$ cat src/design/sbsc_pkg.sv
// ----------------------------------------------------------------------------
// sbsc_pkg: shared definitions for the baseline stability calibrator
// Widths, codes, lane command and result structs, and the baseline reset values.
// ----------------------------------------------------------------------------
`default_nettype none

package sbsc_pkg;

  // sizing
  localparam int unsigned NCH        = 3;
  localparam int unsigned WINDOW_MAX = 256;
  localparam int unsigned AVG_COUNT  = 32;
  localparam int unsigned AVG_SHIFT  = 5;

  localparam int unsigned SAMPLE_W = 12;
  localparam int unsigned RD_W     = 11;
  localparam int unsigned CFG_W    = 8;
  localparam int unsigned CNT_W    = (AVG_COUNT > 1) ? $clog2(AVG_COUNT) : 1;
  localparam int unsigned ACC_W    = SAMPLE_W + CNT_W + 1;
  localparam int unsigned PTR_W    = $clog2(WINDOW_MAX);
  localparam int unsigned LEN_W    = $clog2(WINDOW_MAX + 1);
  localparam int unsigned LCMP_W   = (LEN_W > CFG_W) ? LEN_W : CFG_W;
  localparam int unsigned SUM_W    = RD_W + PTR_W;
  localparam int unsigned STEP_W   = $clog2(SUM_W + 1);
  localparam int unsigned RD_MAX   = (1 << RD_W) - 1;

  // stream words
  localparam int unsigned IN_DATA_W  = ((NCH * SAMPLE_W + 7) / 8) * 8;
  localparam int unsigned OUT_BITS   = NCH + 1 + NCH * RD_W;
  localparam int unsigned OUT_DATA_W = ((OUT_BITS + 7) / 8) * 8;

  // APB
  localparam int unsigned APB_AW = 3;
  localparam int unsigned APB_DW = 32;

  // register index (paddr bit 2)
  localparam logic REG_WINDOW_LEN   = 1'b0;
  localparam logic REG_STABLE_DELTA = 1'b1;

  localparam logic [CFG_W-1:0] WINDOW_LEN_RST   = 8'd16;
  localparam logic [CFG_W-1:0] STABLE_DELTA_RST = 8'd8;

  // input word kind
  localparam logic MODE_SAMPLE  = 1'b0;
  localparam logic MODE_RESTART = 1'b1;

  typedef enum logic [1:0] {
    ST_IDLE,
    ST_READ,
    ST_DIV,
    ST_FIN
  } state_e;

  // control from the sequencer to every lane
  typedef struct packed {
    logic              accum;      // add the sample to the accumulator
    logic              take;       // this sample closes a reading
    logic              clear;      // restart
    logic              update;     // window RAM data is back: new sum, write entry
    logic              old_valid;  // window entry holds a written value
    logic              step;       // one divider iteration
    logic [PTR_W-1:0]  addr;       // window entry
    logic [LEN_W-1:0]  len;        // effective window length
    logic [CFG_W-1:0]  delta;      // stability threshold
  } lane_cmd_t;

  typedef struct packed {
    logic            stable;
    logic [RD_W-1:0] mean;
  } lane_res_t;

  typedef struct packed {
    logic [NCH-1:0]           flags;
    logic                     done;
    logic [NCH-1:0][RD_W-1:0] base;
  } merge_st_t;

  function automatic logic [RD_W-1:0] base_reset(input int unsigned ch);
    logic [RD_W-1:0] v;
    case (ch)
      0:       v = RD_W'(120);
      1:       v = RD_W'(300);
      default: v = RD_W'(710);
    endcase
    return v;
  endfunction

endpackage

`default_nettype wire

$ cat src/design/sbsc_merge.sv
// ----------------------------------------------------------------------------
// sbsc_merge: combines the lane results
// Holds the stable flags, the done flag and the three baselines.
// ----------------------------------------------------------------------------
`default_nettype none

module sbsc_merge (
  input  wire logic                             clk_i,
  input  wire logic                             rst_ni,
  input  wire logic                             clear_i,
  input  wire logic                             load_i,
  input  wire sbsc_pkg::lane_res_t [sbsc_pkg::NCH-1:0] res_i,
  output sbsc_pkg::merge_st_t                   st_o
);
  import sbsc_pkg::*;

  logic [NCH-1:0]           flags_q, flags_d;
  logic                     done_q, done_d;
  logic [NCH-1:0][RD_W-1:0] base_q, base_d;
  logic [NCH-1:0]           stab;

  always_comb begin
    for (int c = 0; c < NCH; c++) begin
      stab[c] = res_i[c].stable;
    end
  end

  always_comb begin
    flags_d = flags_q;
    done_d  = done_q;
    base_d  = base_q;
    if (clear_i) begin
      flags_d = '0;
      done_d  = 1'b0;
    end else if (load_i) begin
      flags_d = stab;
      // all channels settled: the window means become the baselines
      if (&stab) begin
        done_d = 1'b1;
        for (int c = 0; c < NCH; c++) begin
          base_d[c] = res_i[c].mean;
        end
      end
    end
  end

  always_ff @(posedge clk_i or negedge rst_ni) begin
    if (!rst_ni) begin
      flags_q <= '0;
      done_q  <= 1'b0;
      for (int c = 0; c < NCH; c++) begin
        base_q[c] <= base_reset(c);
      end
    end else begin
      flags_q <= flags_d;
      done_q  <= done_d;
      base_q  <= base_d;
    end
  end

  assign st_o.flags = flags_q;
  assign st_o.done  = done_q;
  assign st_o.base  = base_q;

endmodule

`default_nettype wire

$ cat config.mk
export PLATFORM = sky130hd
export DESIGN_NAME = sbsc_merge
export DESIGN_NICKNAME = d
export VERILOG_FILES = /design/src/design/sbsc_pkg.sv /design/src/design/sbsc_merge.sv
export SDC_FILE = /design/constraint.sdc
export NUM_CORES = 1
export LEC_CHECK = 0
export CORE_MARGIN = 8
export CORE_UTILIZATION = 50
export CTS_CLUSTER_SIZE = 12
export DETAILED_ROUTE_END_ITERATION = 16
export DONT_BUFFER_PORTS = 1
export MAX_ROUTING_LAYER = met4
export PLACE_DENSITY = 0.64
export SYNTH_ARGS = -nofsm -noshare
export SYNTH_HDL_FRONTEND = slang
export SYNTH_SLANG_ARGS = --single-unit
$ cat constraint.sdc
create_clock -name clk_i -period 0.85 [get_ports clk_i]
set_clock_uncertainty 0.05 [all_clocks]
set_input_delay 0 -clock clk_i [delete_from_list [all_inputs] [get_ports clk_i]]
set_output_delay 0 -clock clk_i [all_outputs]
set_load 0.02 [all_outputs]
* After elaboration in Yosys (flattened, before gate mapping) *
Cells that the tools add are included.

operators by class
  multiplexer cells = 5
  bitwise gates (word level) = 1
  reduce and logical (&&, ||, !) cells = 5

operator list
  cell                 count
  3-bit 2-to-1 mux     2
  5-bit AND reduction  1
  2-bit nonzero test   2
  1-bit 2-to-1 mux     3
  3-bit AND reduction  1
  2-bit AND reduction  1
  1-bit inverter       1

word-level totals
  bits in registers = 37
  bits of input ports = 40
  output and inout bits = 37
  logic and storage cells = 16

* Logic depth before layout (Yosys ltp) *
  word-level depth = 4
  mapped depth = 4

* Least setup slack after synthesis *
OpenSTA, ideal clock, no wires.

  path kind = input port to flip-flop
  start = in res_i[35] in the netlist's numbering
  end = reg base_q, in the netlist st_o[11]
  library setup time = 125 ps
  arrival = 801 ps
  required time = 675 ps
  slack = -126 ps
  cell stages on the path = 4
  cell sequence = nor2b_2 nand4_4 buf_6 mux2_4

between the ends
  cells in the longest elaborated chain, start to end = 1

ends and longest elaborated chain
  item                           line              source
  start, declared                sbsc_merge.sv:12  input wire sbsc_pkg::lane_res_t [sbsc_pkg::NCH-1:0] res_i,
  5-bit AND reduction (no line)  -
  end signal, assigned by index  sbsc_merge.sv:52  base_q[c] <= base_reset(c);
  end signal, assigned           sbsc_merge.sv:57  base_q <= base_d;
  end, declared                  sbsc_merge.sv:19  logic [NCH-1:0][RD_W-1:0] base_q, base_d;

Every way passes these cells.
A chain may end at the register's enable or synchronous reset.

* Worst setup path in the final report *
  start = reg base_q, in the netlist st_o[19]
  end = out st_o[19] in the netlist's numbering

RTL lines
  item           line              source
  end, declared  sbsc_merge.sv:13  output sbsc_pkg::merge_st_t st_o

No word-level cell between the ends.

==> key figures <==
Die
  • Die ar.: 5140 µm²
  • DIE WIDTH: 71.7 µm
  • Site row count: 20
  • IO Pins: 77
  • Initial core utilization: 0.516
  • Die height: 71.7 µm
  • Core Footprint: 3000 µm²

Detailed routing
  • Routed Antenna Nets: 0
  • Via-to-Cell Ratio: 4.94
  • Via count: 1027
  • Drt pass-1 iters: 3
  • Post-route DRC violation count: 0
  • Total Wirelength: 4.28 mm
  • Initial DRC count: 44
  • WL/cell: 20.6 µm

Synthesis
  • Syn Std Cell Area: 1550 µm²
  • Synth async-reset ratio: 1.00
  • Post-synth top area share: 0.388
  • EDFF count, synth: 0
  • Syn. warnings: 0
  • Ranking of synthesized cells by area: dfrtp_1 (39%), mux2_4 (28%), dfstp_2 (22%)
  • Syn avg cell area: 18.2 µm²
  • Register area share after synthesis: 0.608
  • Ys flop type: dfrtp_1
  • Mapped Nets: 125
  • Most common cell in the netlist: mux2_4
  • Synth Instances: 85
  • Largest area contributor in the netlist: dfrtp_1
  • Yosys reg bits: 37
  • Synth cell types: 13
  • Most frequent cells after synthesis: mux2_4 (29), dfrtp_1 (24), dfstp_2 (13)

Timing
  • Final hold violation count: 37
  • F_max: 0.936 GHz
  • Fin crit share: 1.26
  • Worst-margin pin slew: 0.192 ns
  • Fin Hold WS: -0.707 ns
  • Final worst path period need: 1.07 ns
  • Setup ws final: -0.219 ns
  • Relative slew slack: 0.871
  • Final setup violation count: 48
  • Slew Viols, Final: 0
  • RSZ-0062 raised after global routing: yes

Final layout
  • Fin util: 0.850
  • Post-layout nets: 214
  • Reg area: 942 µm²
  • Non-filler cells, final: 208
  • Antenna diodes: 0
  • Multi-input gate area: 566 µm²
  • Layout cells sized above 1: 0.589
  • Fillers: 153
  • Area Growth Syn to Fin: 64.9%

Clock tree
  • Clk pin slew, worst setup/hold paths: 0.11 ns
  • CTS tree: done
  • Clk Latency, worst-skew pair: 0.32 ns
  • CTS root buffer: clkbuf_4
  • H-tree levels: 2
  • Num CTS Buffers: 5
  • Hold buffers post-CTS: 38
  • CTS Sinks: 37
  • Clock buffer depth: 2

Pwr
  • P_leak: 0.00127 µW
  • Worst VDD drop: 0.00142 V
  • Total Power: 5860 µW
  • PwrDens: 2300 nW/µm²

Worst setup path
  • Crit-path cells: buf_6
  • Arrival time worst endpoint: 1.02 ns
  • Worst Setup End Kind: output port
  • Crit path largest cell delay: 0.57 ns
  • Required @ worst endpoint: 0.80 ns
  • Crit path buf inv count: 1
  • Critical path startpoint category: flop
  • CP delay by family, top: flip-flops
  • Slowest-stage cell, CP: dfstp_2
  • Crit path max fanout: 2
  • Reg-to-reg slack, setup: -0.10 ns
  • Setup CP Type: flop to output port

Place
  • Post-DP HPWL: 2.47 mm
  • GP Congestion: 0.646
  • Port buffer count: 0
  • Placed cells: 152
  • Post-Place Setup Slack: -0.0753 ns

Global route
  • Number of global-route vias before repair: 1262
  • Overall global routing resource usage: 0.168
  • Pin count of the biggest net entering global routing: 38
  • Overflow after GRT: 0
  • First-pass GRT wire length: 6.42 mm
  • Antenna violations before repair: 0

Min path
  • HP Class: primary input to asynchronous set/reset pin

Flow run
  • Max-cap violations: 0

Run status
  • Status: finished with violations
  • Failing checks: negative hold slack, negative setup slack
-- kinds of logic after synthesis --
logic type / count (synthesis) / share of synthesized area
flip-flops: 37 / 0.608
multiplexers: 36 / 0.330
buffers and inverters: 6 / 0.0323
AND/OR/NAND/NOR: 5 / 0.0267
AO/OA/AOI/OAI: 1 / 0.00323
-- path summary, 6_finish.rpt --
check / from / end / cells after the start
worst max-delay path: st_o[19] / st_o[19] / 1
worst min-delay path: rst_ni / st_o[18] / 0
worst max register to register: st_o[9] / st_o[9] / 2
worst min register to register: st_o[26] / st_o[26] / 1
max in group asynchronous: rst_ni / st_o[4] / 0
min in group clk_i: load_i / done_q / 3
-- per-layer routing --
metal | up-vias | GRT usage | part of all wire
met5 | - | - | 0
met4 | 0 | 0.0476 | 0.011
met3 | 8 | 0.0614 | 0.066
met2 | 48 | 0.300 | 0.54
met1 | 504 | 0.166 | 0.38
li1 | 467 | - | -
-- power breakdown --
part	total, µW	internal (µW)	leakage [µW]	switching [µW]
clock	951	409	0.0000326	543
combinational	2350	1460	0.000802	891
sequential	2560	2240	0.000435	315
total	5860	4120	0.00127	1750
-- area by class of cell --
cell class	count	share of cell area
repair buffers	87	0.369
well taps	33	0.0162
inverters	1	0.00147
clock buffers	8	0.0230
flip-flops and latches	37	0.369
multi-input cells	42	0.221
-- registers in the layout, summed over array words and instances (netlist names) --
name,count
flags_q,3
st_o,33
done_q,1
-- layout by cell type, fill, tap and decap left out, drive strengths merged --
| cell type | instances |
|---|---|
| buf | 49 |
| clkbuf | 8 |
| dfrtp | 24 |
| dfstp | 13 |
| dlygate4sd3 | 38 |
| inv | 1 |
| mux2 | 33 |
| mux2i | 3 |
| nand4 | 1 |
| nor2 | 3 |
| nor2b | 1 |
| o21ai | 1 |
-- what timing repair did --
item                                   CTS  global route
setup endpoints to repair               37            48
endpoints found under the hold margin   74            37
gates resized for setup                 37             9
buffers inserted                         9             1
cloned                                   0             0
-- stage by stage --
stage | hold WS, ns | area (µm²) | setup TNS, ns
detailed placement | -0.344 | 1870 | -1.60
CTS | -0.713 | 2510 | -5.12
global route | -0.738 | 2550 | -6.85
finish | -0.707 | 2550 | -5.11
floorplan | -0.346 | 1590 | -2.26
global placement | -0.345 | 1870 | -1.20
Note: power is estimated with default switching activity, not from simulation.
