<file path="src/design/sbsc_pkg.sv">
// ----------------------------------------------------------------------------
// sbsc_pkg: shared definitions for the baseline stability calibrator
// Widths, codes, lane command and result structs, and the baseline reset values.
// ----------------------------------------------------------------------------
`default_nettype none

package sbsc_pkg;

  // sizing
  localparam int unsigned NCH        = 3;
  localparam int unsigned WINDOW_MAX = 256;
  localparam int unsigned AVG_COUNT  = 32;
  localparam int unsigned AVG_SHIFT  = 5;

  localparam int unsigned SAMPLE_W = 12;
  localparam int unsigned RD_W     = 11;
  localparam int unsigned CFG_W    = 8;
  localparam int unsigned CNT_W    = (AVG_COUNT > 1) ? $clog2(AVG_COUNT) : 1;
  localparam int unsigned ACC_W    = SAMPLE_W + CNT_W + 1;
  localparam int unsigned PTR_W    = $clog2(WINDOW_MAX);
  localparam int unsigned LEN_W    = $clog2(WINDOW_MAX + 1);
  localparam int unsigned LCMP_W   = (LEN_W > CFG_W) ? LEN_W : CFG_W;
  localparam int unsigned SUM_W    = RD_W + PTR_W;
  localparam int unsigned STEP_W   = $clog2(SUM_W + 1);
  localparam int unsigned RD_MAX   = (1 << RD_W) - 1;

  // stream words
  localparam int unsigned IN_DATA_W  = ((NCH * SAMPLE_W + 7) / 8) * 8;
  localparam int unsigned OUT_BITS   = NCH + 1 + NCH * RD_W;
  localparam int unsigned OUT_DATA_W = ((OUT_BITS + 7) / 8) * 8;

  // APB
  localparam int unsigned APB_AW = 3;
  localparam int unsigned APB_DW = 32;

  // register index (paddr bit 2)
  localparam logic REG_WINDOW_LEN   = 1'b0;
  localparam logic REG_STABLE_DELTA = 1'b1;

  localparam logic [CFG_W-1:0] WINDOW_LEN_RST   = 8'd16;
  localparam logic [CFG_W-1:0] STABLE_DELTA_RST = 8'd8;

  // input word kind
  localparam logic MODE_SAMPLE  = 1'b0;
  localparam logic MODE_RESTART = 1'b1;

  typedef enum logic [1:0] {
    ST_IDLE,
    ST_READ,
    ST_DIV,
    ST_FIN
  } state_e;

  // control from the sequencer to every lane
  typedef struct packed {
    logic              accum;      // add the sample to the accumulator
    logic              take;       // this sample closes a reading
    logic              clear;      // restart
    logic              update;     // window RAM data is back: new sum, write entry
    logic              old_valid;  // window entry holds a written value
    logic              step;       // one divider iteration
    logic [PTR_W-1:0]  addr;       // window entry
    logic [LEN_W-1:0]  len;        // effective window length
    logic [CFG_W-1:0]  delta;      // stability threshold
  } lane_cmd_t;

  typedef struct packed {
    logic            stable;
    logic [RD_W-1:0] mean;
  } lane_res_t;

  typedef struct packed {
    logic [NCH-1:0]           flags;
    logic                     done;
    logic [NCH-1:0][RD_W-1:0] base;
  } merge_st_t;

  function automatic logic [RD_W-1:0] base_reset(input int unsigned ch);
    logic [RD_W-1:0] v;
    case (ch)
      0:       v = RD_W'(120);
      1:       v = RD_W'(300);
      default: v = RD_W'(710);
    endcase
    return v;
  endfunction

endpackage

`default_nettype wire

</file>
<file path="src/design/sbsc_ram.sv">
// ----------------------------------------------------------------------------
// sbsc_ram: generic single-port-write, registered-read RAM
// One write and one read address per cycle; read data is registered and appears in the cycle after the read.
// ----------------------------------------------------------------------------
`default_nettype none

module sbsc_ram #(
  parameter int unsigned WIDTH = 8,
  parameter int unsigned DEPTH = 16
) (
  input  wire logic                     clk_i,
  input  wire logic                     we_i,
  input  wire logic [$clog2(DEPTH)-1:0] waddr_i,
  input  wire logic [WIDTH-1:0]         wdata_i,
  input  wire logic                     re_i,
  input  wire logic [$clog2(DEPTH)-1:0] raddr_i,
  output logic      [WIDTH-1:0]         rdata_o
);

  logic [WIDTH-1:0] mem_q [DEPTH];

  always_ff @(posedge clk_i) begin
    if (we_i) begin
      mem_q[waddr_i] <= wdata_i;
    end
    if (re_i) begin
      rdata_o <= mem_q[raddr_i];
    end
  end

endmodule

`default_nettype wire

</file>
<file path="src/design/sbsc_lane.sv">
// ----------------------------------------------------------------------------
// sbsc_lane: one sensor channel
// 32-sample averager, ring window with running sum, serial mean divider and
// stability compare.
// ----------------------------------------------------------------------------
`default_nettype none

module sbsc_lane (
  input  wire logic                             clk_i,
  input  wire logic                             rst_ni,
  input  wire sbsc_pkg::lane_cmd_t              cmd_i,
  input  wire logic signed [sbsc_pkg::SAMPLE_W-1:0] sample_i,
  output sbsc_pkg::lane_res_t                   res_o
);
  import sbsc_pkg::*;

  logic signed [ACC_W-1:0] acc_q, acc_d, acc_sum;
  logic [ACC_W-1:0]        acc_sh;
  logic [RD_W-1:0]         avg;
  logic [RD_W-1:0]         rd_q;
  logic [SUM_W-1:0]        sum_q, sum_d;
  logic [SUM_W-1:0]        quo_q, quo_d;
  logic [LEN_W-1:0]        rem_q, rem_d;
  logic [LEN_W:0]          trial;
  logic                    fits;
  logic [RD_W-1:0]         ram_rdata;
  logic [RD_W-1:0]         old;
  logic [SUM_W-1:0]        diff;

  // accumulator and averaged reading (negative clamps to zero)
  assign acc_sum = acc_q + {{(ACC_W - SAMPLE_W){sample_i[SAMPLE_W-1]}}, sample_i};
  assign acc_sh  = ACC_W'(acc_sum) >> AVG_SHIFT;

  always_comb begin
    if (acc_sum[ACC_W-1]) begin
      avg = '0;
    end else if (acc_sh > ACC_W'(RD_MAX)) begin
      avg = RD_W'(RD_MAX);
    end else begin
      avg = acc_sh[RD_W-1:0];
    end
  end

  always_comb begin
    acc_d = acc_q;
    if (cmd_i.clear || cmd_i.take) begin
      acc_d = '0;
    end else if (cmd_i.accum) begin
      acc_d = acc_sum;
    end
  end

  // window entries of this channel
  sbsc_ram #(
    .WIDTH (RD_W),
    .DEPTH (WINDOW_MAX)
  ) u_win (
    .clk_i   (clk_i),
    .we_i    (cmd_i.update),
    .waddr_i (cmd_i.addr),
    .wdata_i (rd_q),
    .re_i    (cmd_i.take),
    .raddr_i (cmd_i.addr),
    .rdata_o (ram_rdata)
  );

  // running sum: drop the replaced entry, add the new reading
  assign old = cmd_i.old_valid ? ram_rdata : '0;

  always_comb begin
    sum_d = sum_q;
    if (cmd_i.clear) begin
      sum_d = '0;
    end else if (cmd_i.update) begin
      sum_d = sum_q - SUM_W'(old) + SUM_W'(rd_q);
    end
  end

  // restoring divider, one quotient bit per step
  assign trial = {rem_q, quo_q[SUM_W-1]};
  assign fits  = trial >= (LEN_W + 1)'(cmd_i.len);

  always_comb begin
    quo_d = quo_q;
    rem_d = rem_q;
    if (cmd_i.update) begin
      quo_d = sum_d;
      rem_d = '0;
    end else if (cmd_i.step) begin
      quo_d = {quo_q[SUM_W-2:0], fits};
      rem_d = fits ? LEN_W'(trial - (LEN_W + 1)'(cmd_i.len)) : trial[LEN_W-1:0];
    end
  end

  always_ff @(posedge clk_i or negedge rst_ni) begin
    if (!rst_ni) begin
      acc_q <= '0;
      sum_q <= '0;
    end else begin
      acc_q <= acc_d;
      sum_q <= sum_d;
    end
  end

  always_ff @(posedge clk_i) begin
    if (cmd_i.take) begin
      rd_q <= avg;
    end
    quo_q <= quo_d;
    rem_q <= rem_d;
  end

  // stability: |mean - reading| < delta
  assign diff = (quo_q > SUM_W'(rd_q)) ? (quo_q - SUM_W'(rd_q)) : (SUM_W'(rd_q) - quo_q);

  assign res_o.stable = diff < SUM_W'(cmd_i.delta);
  assign res_o.mean   = quo_q[RD_W-1:0];

endmodule

`default_nettype wire

</file>
<file path="config.mk">
export PLATFORM = sky130hd
export DESIGN_NAME = sbsc_lane
export DESIGN_NICKNAME = d
export VERILOG_FILES = /design/src/design/sbsc_pkg.sv /design/src/design/sbsc_ram.sv /design/src/design/sbsc_lane.sv
export SDC_FILE = /design/constraint.sdc
export NUM_CORES = 2
export LEC_CHECK = 0
export CAP_MARGIN = 20
export CORE_MARGIN = 4
export CORE_UTILIZATION = 40
export CTS_BUF_LIST = sky130_fd_sc_hd__clkbuf_16
export DETAILED_ROUTE_END_ITERATION = 12
export DONT_BUFFER_PORTS = 1
export PLACE_DENSITY = 0.56
export SLEW_MARGIN = 25
export SYNTH_ARGS = -nofsm -noshare
export SYNTH_HDL_FRONTEND = slang
export SYNTH_SLANG_ARGS = --single-unit
</file>
<file path="constraint.sdc">
create_clock -name clk_i -period 8.25 [get_ports clk_i]
set_input_delay 1.65 -clock clk_i [delete_from_list [all_inputs] [get_ports clk_i]]
set_output_delay 1.65 -clock clk_i [all_outputs]
set_load 0.03 [all_outputs]
</file>
# ---- After elaboration in Yosys (flattened, before gate mapping)
# Memory sizes are Yosys's and may differ from the RTL's. A register that Yosys moved wholly into a read port is not among the register bits.
# Cells that the tools add are included.
dict set report totals {
  ff_bits 76
  mem_count 1
  wordCells 31
  inputBits 45
  ramBits 2816
  output_inout_bits 12
}
dict set report classes {
  reduce_logical 3
  n_addsub 6
  muxes 12
  magnitude_cmp 4
}
# name words word_bits rd rd_clocked_by_memory_dff wr line_no
set memory_table {}
lappend memory_table {u_win.mem_q 256 11 1 1 1 sbsc_ram.sv:20} ;# logic [WIDTH-1:0] mem_q [DEPTH];
# cell count
set op_table {}
lappend op_table {{$mux 19} 5}
lappend op_table {{$sub 19x11->19} 2}
lappend op_table {{$mux 18} 2}
lappend op_table {{$mux 11} 2}
lappend op_table {{$add 19x11->19} 1}
lappend op_table {{$gt 19x11->1} 1}
lappend op_table {{$lt 19x8->1} 1}
lappend op_table {{$sub 11x19->19} 1}
lappend op_table {{$add 18x18->18} 1}
lappend op_table {{$gt 13x11->1 const B} 1}
lappend op_table {{$ge 10x9->1} 1}
lappend op_table {{$mux 9} 1}
lappend op_table {{$sub 9x9->9} 1}
lappend op_table {{$reduce_bool 2->1} 2}
lappend op_table {{$mux 1} 2}
lappend op_table {{$logic_or 1x1->1} 1}

# ---- Logic depth before layout (Yosys ltp)
dict set report logic_depth {
  depth_word 6
  ltp_mapped 21
  ltp_nobuf 19
}

# ---- Cells and area by module
# From an unflattened synthesis, not the netlist that was laid out.
dict set report hier_totals {
  hier_cells 5837
  hier_area_um2 115873.6
}
# mod seq_area_each_um2 area_per_inst_um2 cells_each n_inst
set by_module_without_submodules {}
lappend by_module_without_submodules {sbsc_ram 84891.4 108823.1 4999 1}
lappend by_module_without_submodules {sbsc_lane 2006.9 7050.5 838 1}

# ---- Least setup slack after synthesis
# No wires, ideal clock.
dict set report synth_timing {
  path_type {register to output}
  start {register rd_q[1]}
  end {output res_o[11] (netlist name)}
  t_required_ns 6.600
  n_path_buf 1
  stages_incl_launch_ff 19
  slack_ns -0.947
  t_arrival_ns 7.547
  path_cell_list {edfxtp_1 > inv_1 > ha_1 > nor2_1 > a21oi_1 > o41a_1 > a41oi_1 > nor3b_1 > o21ai_0 > clkbuf_1 > mux2_2 > ha_1 > a211oi_1 > o21bai_1 > a21oi_1 > o21ai_0 > a221oi_1 > o21ai_0 > a21oi_1}
}
# item line_no
set synth_lines {}
lappend synth_lines {{start: declaration} sbsc_lane.sv:20} ;# logic [RD_W-1:0] rd_q;
lappend synth_lines {{start signal: assignment} sbsc_lane.sv:107} ;# rd_q <= avg;
lappend synth_lines {{end: declaration} sbsc_lane.sv:13} ;# output sbsc_pkg::lane_res_t res_o

==> metrics.txt <==
most frequent cells after synthesis=edfxtp_1, mux4_2, nor2_1; Final nets=5563; area delta synth->final=13.1%; final std cells w/o fill=9416; DR iter-0 viols=6125; final slew viol count=0; DPL Wire Length=162000 um; Reg2Reg Depth=13; Max-Cap Viols=0; Top FF cell, synth=edfxtp_1; Synth area leader=edfxtp_1; htree depth=5; port bufs=0; yosys warns=0; final hold vios=0; setup_tns=0 ns; Sink Count=2903; Synth Area per Inst=22.0 um2; total power=33200 uW; relative slew slack=0.233; number of cell rows=196; DR WL/cell=30.4 um; Worst Setup Path Type=reg -> out; Worst Skew=0.0523 ns; core area=286000 um2; total gr overflow=0; crit path time final=6.79 ns; Longest Clk Path Bufs=4; R2R setup slack=4.02 ns; share of the synthesized area in the top cell type=0.746; gr usage total=0.192; Final period util=0.823; WHS=0.483 ns; HP Class=reg -> reg; number of flops mapped to enable cells by yosys=2857; FF+latch count, synth=2903; vias=54.1k; Post-DRT Antenna Nets=0; largest net degree at the start of global routing=719; Final GP Congestion=0.811; number of global-route vias before repair=55.0k; first-pass GRT wire length=412000 um; achievable frequency=147 MHz; Die H=544 um; initial antenna violation count=13; post-CTS setup buffers=0; Async SR Flop Fraction=0.0127; Seq/Total Area, Yosys=0.755; post-synth cell types=65; placed cells=8863; Initial Utilization=0.403; post_cts resized=0; most frequent cell after synthesis=edfxtp_1; RSZ-0062 raised after global routing=no; Worst-Skew Late Latency=0.86 ns; I/O Pins=57; CP Capture Type=primary output; Leak Pwr=0.0409 uW; TritonCTS Buffers=308; worst hold stages=2; layout cells sized above 1=0.293; DRT Pass-1 Iters=5; crit path DAT=5.14 ns; Pwr Density=255 nW/um2; CP Max Fanout=12; Worst Tran Pin Value=1.15 ns; CTS clock-pin slew for the worst setup and hold paths=0.06 ns; Worst setup SP type=register; Mapped Nets=5357; CTS Hold Bufs=0; TritonCTS clock tree=yes; die width=544 um; root buffer cell=clkbuf_16; synthesized area=115000 um2; largest cells by area after synthesis=edfxtp_1, mux4_2, nor2_1, dfrtp_1, ha_1; outcome=finished, final reports clean; Cells after Synth=5223; VDD IR-drop max=0.160 mV; routed wire length=286000 um; die area=296000 um2; Final Core Density=0.455; Via density=5.75; WP data required=6.60 ns; Final Setup Violations=0; DRC viols=0
stage by stage:
step                      worst slack [ns]  area [um2]
after CTS                             1.33      130000
final                                 1.46      130000
after floorplan                     -0.530      115000
after detailed placement              2.31      120000
after global placement                2.14      120000
after global routing                 0.988      130000
kinds of logic after synthesis:
family / Yosys count / synth area share
adder cells (fa/ha/maj): 89 / 0.0107
flip-flops: 2903 / 0.755
AND/OR/NAND/NOR: 598 / 0.0224
AO/OA/AOI/OAI: 286 / 0.0169
buffers and inverters: 388 / 0.0152
XOR/XNOR: 47 / 0.00358
multiplexers: 912 / 0.176
worst max-delay path, cell delays in order (launching register included):
cell and delay (ns):
edfxtp_1 0.58, inv_1 0.11, ha_1 0.41, o21ai_0 0.18
a21oi_1 0.08, o41a_1 0.37, a41oi_2 0.24, nor3b_2 0.24
o21ai_1 0.08, buf_4 0.19, mux2_2 0.28, ha_1 0.28
a211oi_2 0.18, o21bai_1 0.10, a21oi_1 0.15, o21ai_0 0.12
a221oi_1 0.24, o21ai_1 0.12, a21oi_2 0.34
report_power, final:
group	total, uW	internal [uW]	switching [uW]
Clock	13100	7520	5590
Combinational	3240	1190	2050
Sequential	16800	16700	144
sequential cells by signal (all words and copies together) (netlist names):
register	flops
u_win.mem_q	2816
quo_q	19
sum_q	19
acc_q	18
rd_q	11
u_win.rdata_o	11
rem_q	9
final timing paths:
path                            from   endpoint
setup / recovery            quo_q[2]  res_o[11]
hold / removal             acc_q[10]  acc_q[10]
setup reg to reg            rd_q[10]  quo_q[15]
hold reg to reg            acc_q[10]  acc_q[10]
max in group asynchronous     rst_ni  acc_q[10]
min in group asynchronous     rst_ni   sum_q[1]
metal layers:
layer	wire, um	up-vias	track usage
met5	13	-	0
li1	-	22300	-
met3	20000	382	0.0343
met2	136000	1949	0.302
met4	7550	2	0.0525
met1	122000	29500	0.277
layout make-up:
class / instances / area, um2
fillers: 23600 / 156000
flip-flops and latches: 2903 / 86900
multi-input cells: 1932 / 26900
clock buffers: 318 / 7960
well taps: 3762 / 4710
repair buffers: 189 / 1870
clock inverters: 214 / 1480
inverters: 95 / 357
diodes: 3 / 7.51
cell usage in the layout (no fill, tap or decap), drive strengths merged, types with 7 or more instances in the layout:
| master | netlist | layout |
|---|---|---|
| edfxtp | 2857 | 2857 |
| mux4 | 885 | 885 |
| clkbuf | 163 | 318 |
| nor2 | 312 | 312 |
| buf | 130 | 189 |
| inv | 95 | 165 |
| nand2 | 125 | 125 |
| clkinv | 0 | 119 |
| ha | 74 | 74 |
| a21oi | 61 | 61 |
| o21ai | 56 | 56 |
| nand3 | 46 | 46 |
| dfrtp | 37 | 37 |
| a22oi | 29 | 29 |
| xnor2 | 26 | 26 |
| nor2b | 26 | 26 |
| a21o | 21 | 21 |
| xor2 | 21 | 21 |
| mux2i | 21 | 21 |
| nor3 | 20 | 20 |
| a22o | 18 | 18 |
| bufinv | 0 | 18 |
| and2 | 18 | 18 |
| fa | 15 | 15 |
| a31oi | 13 | 13 |
| nand2b | 12 | 12 |
| a211oi | 10 | 10 |
| nand4 | 9 | 9 |
| a221oi | 9 | 9 |
| dfxtp | 9 | 9 |
| a32oi | 8 | 8 |
| and3 | 8 | 8 |
| or3 | 7 | 7 |
| clkinvlp | 0 | 7 |
Note: power is estimated with default switching activity, not from simulation.
